===== src/sv/ppt_pkg.sv =====
// ppt_pkg: types, codes and fixed widths shared by the point in polygon test
// depends on nothing; used by ppt_ctrl, ppt_dp and point_in_polygon_test
package ppt_pkg;

	// coordinate and arithmetic widths
	localparam int COORD_BITS   = 16;
	localparam int DIFF_BITS    = COORD_BITS + 1;
	localparam int PROD_BITS    = 2 * DIFF_BITS;
	localparam int MIN_VERTICES = 3;

	typedef logic signed [COORD_BITS-1:0] coord_t;
	typedef logic signed [DIFF_BITS-1:0]  diff_t;
	typedef logic signed [PROD_BITS-1:0]  prod_t;

	typedef enum logic [1:0] {
		OP_CLEAR  = 2'd0,
		OP_APPEND = 2'd1,
		OP_TEST   = 2'd2
	} opcode_t;

	// input item
	typedef struct packed {
		opcode_t opcode;
		coord_t  coord_x;
		coord_t  coord_y;
		logic    last_point;
	} cmd_t;

	// result item
	typedef struct packed {
		logic inside_res;
		logic any_inside;
		logic run_done;
	} result_t;

	// stored vertex
	typedef struct packed {
		coord_t x;
		coord_t y;
	} vertex_t;

	typedef enum logic [1:0] {
		ST_IDLE,
		ST_READ,
		ST_DRAIN,
		ST_REPORT
	} state_t;

	// controller to datapath
	typedef struct packed {
		logic clear_cnt;
		logic append;
		logic load_point;
		logic rd_issue;
		logic report;
	} ctrl_cmd_t;

	// datapath to controller
	typedef struct packed {
		logic small_poly;
		logic rd_last;
		logic pipe_empty;
	} dp_status_t;

endpackage


===== src/sv/ppt_ram.sv =====
// ppt_ram: generic single write port, single read port RAM with registered read
// depends on nothing
module ppt_ram #(
	parameter int WIDTH = 32,
	parameter int DEPTH = 64
) (
	input  logic                     clk,
	input  logic                     we,
	input  logic [$clog2(DEPTH)-1:0] waddr,
	input  logic [WIDTH-1:0]         wdata,
	input  logic                     re,
	input  logic [$clog2(DEPTH)-1:0] raddr,
	output logic [WIDTH-1:0]         rdata
);

	logic [WIDTH-1:0] mem_q [DEPTH];

	// write port
	always_ff @(posedge clk) begin
		if (we) begin
			mem_q[waddr] <= wdata;
		end
	end

	// registered read port
	always_ff @(posedge clk) begin
		if (re) begin
			rdata <= mem_q[raddr];
		end
	end

endmodule


===== src/sv/ppt_dp.sv =====
// ppt_dp: vertex store, edge former, crossing pipeline and result register
// depends on ppt_pkg and ppt_ram
module ppt_dp #(
	parameter int MAX_VERTICES = 64
) (
	input  logic                clk,
	input  logic                arst_n,
	input  ppt_pkg::cmd_t       cmd,
	input  ppt_pkg::ctrl_cmd_t  ctrl,
	output ppt_pkg::dp_status_t status,
	output logic                result_valid,
	output ppt_pkg::result_t    result
);

	localparam int AW = $clog2(MAX_VERTICES);
	localparam int CW = $clog2(MAX_VERTICES + 1);

	logic [CW-1:0]     count_q;
	logic [AW-1:0]     rd_addr_q;
	logic              wr_en;
	ppt_pkg::vertex_t  wr_vtx;
	ppt_pkg::vertex_t  rd_vtx;
	ppt_pkg::coord_t   px_q, py_q;
	logic              last_q;
	logic              run_hit_q;
	logic              parity_q;

	// read tags
	logic              rd_vld_s1, rd_first_s1, rd_last_s1;

	// edge former
	ppt_pkg::vertex_t  v0_q, prev_q;
	logic              wrap_pend_q;
	ppt_pkg::vertex_t  ea_s2, eb_s2;
	logic              e_vld_s2;

	// ordering and differences
	ppt_pkg::vertex_t  lo_v, up_v;
	logic              ok_s3, vld_s3;
	ppt_pkg::diff_t    dyp_s3, dxu_s3, dxp_s3, dyu_s3;

	// products
	ppt_pkg::prod_t    lhs_s4, rhs_s4;
	logic              ok_s4, vld_s4;

	logic              hit, any_hit;

	// vertex count and append
	assign wr_en  = ctrl.append && (count_q != CW'(MAX_VERTICES));
	assign wr_vtx = '{x: cmd.coord_x, y: cmd.coord_y};

	always_ff @(posedge clk or negedge arst_n) begin
		if (!arst_n) begin
			count_q <= '0;
		end else if (ctrl.clear_cnt) begin
			count_q <= '0;
		end else if (wr_en) begin
			count_q <= count_q + CW'(1);
		end
	end

	ppt_ram #(
		.WIDTH ($bits(ppt_pkg::vertex_t)),
		.DEPTH (MAX_VERTICES)
	) u_vtx_ram (
		.clk   (clk),
		.we    (wr_en),
		.waddr (count_q[AW-1:0]),
		.wdata (wr_vtx),
		.re    (ctrl.rd_issue),
		.raddr (rd_addr_q),
		.rdata (rd_vtx)
	);

	// test point capture
	always_ff @(posedge clk) begin
		if (ctrl.load_point) begin
			px_q   <= cmd.coord_x;
			py_q   <= cmd.coord_y;
			last_q <= cmd.last_point;
		end
	end

	// read address walk
	always_ff @(posedge clk or negedge arst_n) begin
		if (!arst_n) begin
			rd_addr_q   <= '0;
			rd_vld_s1   <= 1'b0;
			rd_first_s1 <= 1'b0;
			rd_last_s1  <= 1'b0;
		end else begin
			rd_vld_s1   <= ctrl.rd_issue;
			rd_first_s1 <= ctrl.rd_issue && (rd_addr_q == '0);
			rd_last_s1  <= ctrl.rd_issue && status.rd_last;
			if (ctrl.load_point) begin
				rd_addr_q <= '0;
			end else if (ctrl.rd_issue) begin
				rd_addr_q <= rd_addr_q + AW'(1);
			end
		end
	end

	// edge former: pairs each vertex with the one before, then the closing edge
	always_ff @(posedge clk or negedge arst_n) begin
		if (!arst_n) begin
			e_vld_s2    <= 1'b0;
			wrap_pend_q <= 1'b0;
		end else begin
			e_vld_s2 <= 1'b0;
			if (rd_vld_s1) begin
				e_vld_s2    <= !rd_first_s1;
				wrap_pend_q <= rd_last_s1;
			end else if (wrap_pend_q) begin
				e_vld_s2    <= 1'b1;
				wrap_pend_q <= 1'b0;
			end
		end
	end

	always_ff @(posedge clk) begin
		if (rd_vld_s1) begin
			if (rd_first_s1) begin
				v0_q <= rd_vtx;
			end
			prev_q <= rd_vtx;
			ea_s2  <= prev_q;
			eb_s2  <= rd_vtx;
		end else if (wrap_pend_q) begin
			ea_s2 <= prev_q;
			eb_s2 <= v0_q;
		end
	end

	// order ends by y, range test and differences
	always_comb begin
		if (ea_s2.y > eb_s2.y) begin
			lo_v = eb_s2;
			up_v = ea_s2;
		end else begin
			lo_v = ea_s2;
			up_v = eb_s2;
		end
	end

	always_ff @(posedge clk or negedge arst_n) begin
		if (!arst_n) begin
			vld_s3 <= 1'b0;
		end else begin
			vld_s3 <= e_vld_s2;
		end
	end

	always_ff @(posedge clk) begin
		ok_s3  <= (py_q >= lo_v.y) && (py_q <= up_v.y) && (up_v.y != lo_v.y);
		dyp_s3 <= ppt_pkg::DIFF_BITS'(py_q) - ppt_pkg::DIFF_BITS'(lo_v.y);
		dxu_s3 <= ppt_pkg::DIFF_BITS'(up_v.x) - ppt_pkg::DIFF_BITS'(lo_v.x);
		dxp_s3 <= ppt_pkg::DIFF_BITS'(px_q) - ppt_pkg::DIFF_BITS'(lo_v.x);
		dyu_s3 <= ppt_pkg::DIFF_BITS'(up_v.y) - ppt_pkg::DIFF_BITS'(lo_v.y);
	end

	// cross products
	always_ff @(posedge clk or negedge arst_n) begin
		if (!arst_n) begin
			vld_s4 <= 1'b0;
		end else begin
			vld_s4 <= vld_s3;
		end
	end

	always_ff @(posedge clk) begin
		ok_s4  <= ok_s3;
		lhs_s4 <= dyp_s3 * dxu_s3;
		rhs_s4 <= dxp_s3 * dyu_s3;
	end

	// crossing parity
	always_ff @(posedge clk or negedge arst_n) begin
		if (!arst_n) begin
			parity_q <= 1'b0;
		end else if (ctrl.load_point) begin
			parity_q <= 1'b0;
		end else if (vld_s4 && ok_s4 && (lhs_s4 > rhs_s4)) begin
			parity_q <= !parity_q;
		end
	end

	// result and run flag
	assign hit     = parity_q;
	assign any_hit = run_hit_q || hit;

	always_ff @(posedge clk or negedge arst_n) begin
		if (!arst_n) begin
			run_hit_q    <= 1'b0;
			result_valid <= 1'b0;
		end else begin
			result_valid <= ctrl.report;
			if (ctrl.report) begin
				run_hit_q <= last_q ? 1'b0 : any_hit;
			end
		end
	end

	always_ff @(posedge clk) begin
		if (ctrl.report) begin
			result.inside_res <= hit;
			result.any_inside <= any_hit;
			result.run_done   <= last_q;
		end
	end

	// status to controller
	assign status.small_poly = (count_q < CW'(ppt_pkg::MIN_VERTICES));
	assign status.rd_last    = (CW'(rd_addr_q) == (count_q - CW'(1)));
	assign status.pipe_empty = !(rd_vld_s1 || wrap_pend_q || e_vld_s2 || vld_s3 || vld_s4);

endmodule


===== config.mk =====
export PLATFORM = sky130hd
export DESIGN_NAME = ppt_dp
export DESIGN_NICKNAME = d
export VERILOG_FILES = /design/src/sv/ppt_pkg.sv /design/src/sv/ppt_ram.sv /design/src/sv/ppt_dp.sv
export SDC_FILE = /design/constraint.sdc
export NUM_CORES = 2
export LEC_CHECK = 0
export BUFFER_PORTS_ARGS = -buffer_cell sky130_fd_sc_hd__buf_2
export CAP_MARGIN = 20
export CORE_MARGIN = 8
export CORE_UTILIZATION = 50
export CTS_CLUSTER_DIAMETER = 40
export CTS_CLUSTER_SIZE = 24
export DETAILED_ROUTE_END_ITERATION = 10
export GPL_TIMING_DRIVEN = 0
export HOLD_SLACK_MARGIN = 0.02
export PLACE_DENSITY_LB_ADDON = 0.15
export SLEW_MARGIN = 10
export SYNTH_ARGS = -nofsm -noshare
export SYNTH_HDL_FRONTEND = slang
export SYNTH_SLANG_ARGS = --single-unit

===== constraint.sdc =====
create_clock -name clk -period 8.87 [get_ports clk]
set_input_delay 2.661 -clock clk [delete_from_list [all_inputs] [get_ports clk]]
set_output_delay 2.661 -clock clk [all_outputs]
set_load 0.1 [all_outputs]

==> results.cfg <==
[worst_setup_path]
crit_path_frequent_cell = sky130_fd_sc_hd__fa_1
critPathLaunchType = flip-flop
path_cells = clkbuf_1, clkbuf_1, nand2_1, fa_1, inv_1, fa_1, fa_1, fa_1, fa_1, inv_1, fa_1, inv_1, ha_1, clkbuf_1, nand2_1, nor3_1, a21oi_1, o211ai_1, a221oi_1, a2111oi_0, nor4_1, o21bai_1, xnor2_1
cpPeakStageDelay_ns = 0.80
timing.critical_path.to_type = flip-flop
cp.arrival_ns = 9.08
worst-endpoint-required_ns = 9.55
worst-path-buf-inv = 6
critical_path_top_delay_cell = sky130_fd_sc_hd__a2111oi_0
r2r_setup_slack_ns = 0.47
cp_max_fo = 10
crit_family = adder cells
timing.setup.critical_path_class = flip-flop to flip-flop

[clocking]
clk_transition_reported_paths_ns = 0.06
hold_buffers = 0
clock_latency_ns = 0.95
clockBufferDepth = 4
cts_tree = done
clockRootBuffer = sky130_fd_sc_hd__clkbuf_16
cts.htree.levels = 5
cts.repair_timing.setup_buffer_count = 0
cts_resized = 0
cts_buffers = 346
cts_num_sinks = 2405

[placement]
finalWeightedCongestion = 0.912
port_buffers = 45
hpwlAfterDp_mm = 220

[finish]
multiInputGateArea_sq_um = 41100
register_area_sq_um = 70700
fraction_of_layout_instances_using_a_drive_strength_above_1_pct = 20.7
design.final.nets = 8183
filler_cell_count = 17200
syn_to_final_growth_pct = 16.2

[timing]
fin_setup_tns_ns = 0
fin_crit_ns = 8.40
clock_skew_ns = 0.101
timing.max_slew.rel_slack_pct = 15.8
drv_slew = 0
finalHoldViolations = 0
period_share_pct = 94.7
rsz0062_at_grt = no
max_freq_ghz = 0.119
timing.final.setup_violations = 0
worst_slew_pin_slew_ns = 1.25

[synthesis]
synth-edff-count = 2244
synth_fp_nets = 7662
ys.flop_type = sky130_fd_sc_hd__edfxtp_1
synth_area_per_cell_sq_um = 17.1
synthesis.instances = 6750
ys_top_cells_by_count = sky130_fd_sc_hd__edfxtp_1, sky130_fd_sc_hd__inv_1, sky130_fd_sc_hd__mux4_2
ys_seq_area_share_pct = 61.4
asyncSetResetFlopFracSynth_pct = 0.956
cell_area_after_synthesis_sq_um = 115000
synth_largest_area_cell = sky130_fd_sc_hd__edfxtp_1
netlist-cell-type-count = 92
synth-seq-cells = 2405
yosysWarningCount = 0
synth_top_area_share_pct = 58.5
synth.most_common_cell = sky130_fd_sc_hd__edfxtp_1
synth.top_cells.by_area = sky130_fd_sc_hd__edfxtp_1, sky130_fd_sc_hd__mux4_2, sky130_fd_sc_hd__fa_1, sky130_fd_sc_hd__ha_1, sky130_fd_sc_hd__dfxtp_1

[floorplanning]
die_width_microns = 496
die_area_sq_um = 246000
placeableCoreArea_sq_um = 229000
fp.dieH_microns = 496
fp_rows = 176
initial_utilization_pct = 50.2
io-pin-count = 49

[drt]
vias = 61800
first_pass_iters = 6
detailedRoute.firstIterationViolations = 5851
detail_route.wirelength_mm = 307
drc_errors = 0
detailed_route_wire_length_per_cell_microns = 29.1
drt-vias-per-instance = 5.84
detail-route-antenna-nets = 0

[global_routing]
wire_length_of_the_first_global_routing_pass_mm = 445
initial_antenna_violation_count = 31
first_global_vias = 64300
grt_max_degree = 66
globalRouteTotalUtil_pct = 25.1
grt_remaining_overflow = 0

[min_path]
hold_path.class = flip-flop to flip-flop

[flow_run]
drv_cap = 0

[outcome]
outcome = completed
==> cell families after synthesis <==
| group | after synthesis | share of synthesized area [%] |
|---|---|---|
| mux | 698 | 13.2 |
| xor+xnor | 127 | 0.966 |
| compound gates | 441 | 2.51 |
| simple gates | 1173 | 4.99 |
| fa+ha+maj | 895 | 13.5 |
| flops | 2405 | 61.4 |
| buf+inv | 1011 | 3.32 |
==> metrics by stage <==
step	std cells	hold WS [ns]	utilization [%]	cell area (sq um)	setup slack (ns)
after global routing	10600	0.360	58.3	134000	0.0151
after detailed placement	9924	0.359	53.1	122000	0.504
after floorplan	6750	0.310	-	115000	0.383
after CTS	10500	0.368	58.2	133000	0.489
after global placement	9821	0.354	51.9	119000	0.371
final	10600	0.359	58.3	134000	0.466
==> layer usage <==
| layer | track usage (%) | vias to the layer above | part of all wire (%) | routed length, microns |
|---|---|---|---|---|
| met2 | 42.0 | 2411 | 49 | 151000 |
| met5 | 0 | - | 0.040 | 124 |
| met1 | 33.0 | 32600 | 39 | 121000 |
| met3 | 4.43 | 536 | 6.9 | 21200 |
| met4 | 9.79 | 18 | 4.5 | 13800 |
| li1 | - | 26200 | - | - |
==> layout make-up <==
type | count | share of cell area, %
clock buffers | 374 | 6.61
clock inverters | 240 | 1.98
well taps | 3026 | 2.83
plain buffers | 274 | 0.805
multi-input cells | 3334 | 30.7
flip-flops and latches | 2405 | 52.8
inverters | 737 | 2.07
diodes | 11 | 0.0206
repair buffers | 173 | 2.13
==> final timing paths <==
| path | start | to | depth (start not counted) |
|---|---|---|---|
| max | dyu_s3[8] | rhs_s4[33] | 23 |
| min in group asynchronous | arst_n | count_q[2] | 1 |
| min reg2reg | ok_s3 | ok_s4 | 0 |
| max in group asynchronous | arst_n | rd_vld_s1 | 1 |
| min | ok_s3 | ok_s4 | 0 |
| max reg2reg | dyu_s3[8] | rhs_s4[33] | 23 |
==> flip-flops by register name, indices dropped and copies added, names as in the netlist, 3 cells and up <==
register	cells
count_q	7
ea_s2	32
dxu_s3	17
py_q	16
eb_s2	32
u_vtx_ram.mem_q	2048
dxp_s3	17
px_q	16
result	3
dyp_s3	17
v0_q	32
prev_q	32
u_vtx_ram.rdata	32
rhs_s4	34
dyu_s3	17
rd_addr_q	6
lhs_s4	34
==> placed cells by master (no fill, tap or decap), types with 39 or more instances in the layout <==
cell type / n
sky130_fd_sc_hd__o21ai_0: 65
sky130_fd_sc_hd__clkbuf_1: 226
sky130_fd_sc_hd__fa_1: 594
sky130_fd_sc_hd__nand3_1: 42
sky130_fd_sc_hd__ha_1: 276
sky130_fd_sc_hd__nand2_1: 380
sky130_fd_sc_hd__mux4_2: 656
sky130_fd_sc_hd__nor3_1: 40
sky130_fd_sc_hd__and2_1: 296
sky130_fd_sc_hd__nor2_1: 189
sky130_fd_sc_hd__a21oi_1: 133
sky130_fd_sc_hd__inv_6: 48
sky130_fd_sc_hd__xnor2_1: 89
sky130_fd_sc_hd__buf_12: 52
sky130_fd_sc_hd__nor2_4: 65
sky130_fd_sc_hd__clkinvlp_4: 39
sky130_fd_sc_hd__clkbuf_16: 348
sky130_fd_sc_hd__edfxtp_1: 2244
sky130_fd_sc_hd__buf_1: 40
sky130_fd_sc_hd__nor2b_1: 42
sky130_fd_sc_hd__inv_1: 733
sky130_fd_sc_hd__buf_2: 45
sky130_fd_sc_hd__dfxtp_1: 138
sky130_fd_sc_hd__a21o_1: 47
Power is left out: the tool's default activity adds up to more than one toggle a clock period on the data nets, which glitch-free logic cannot reach.
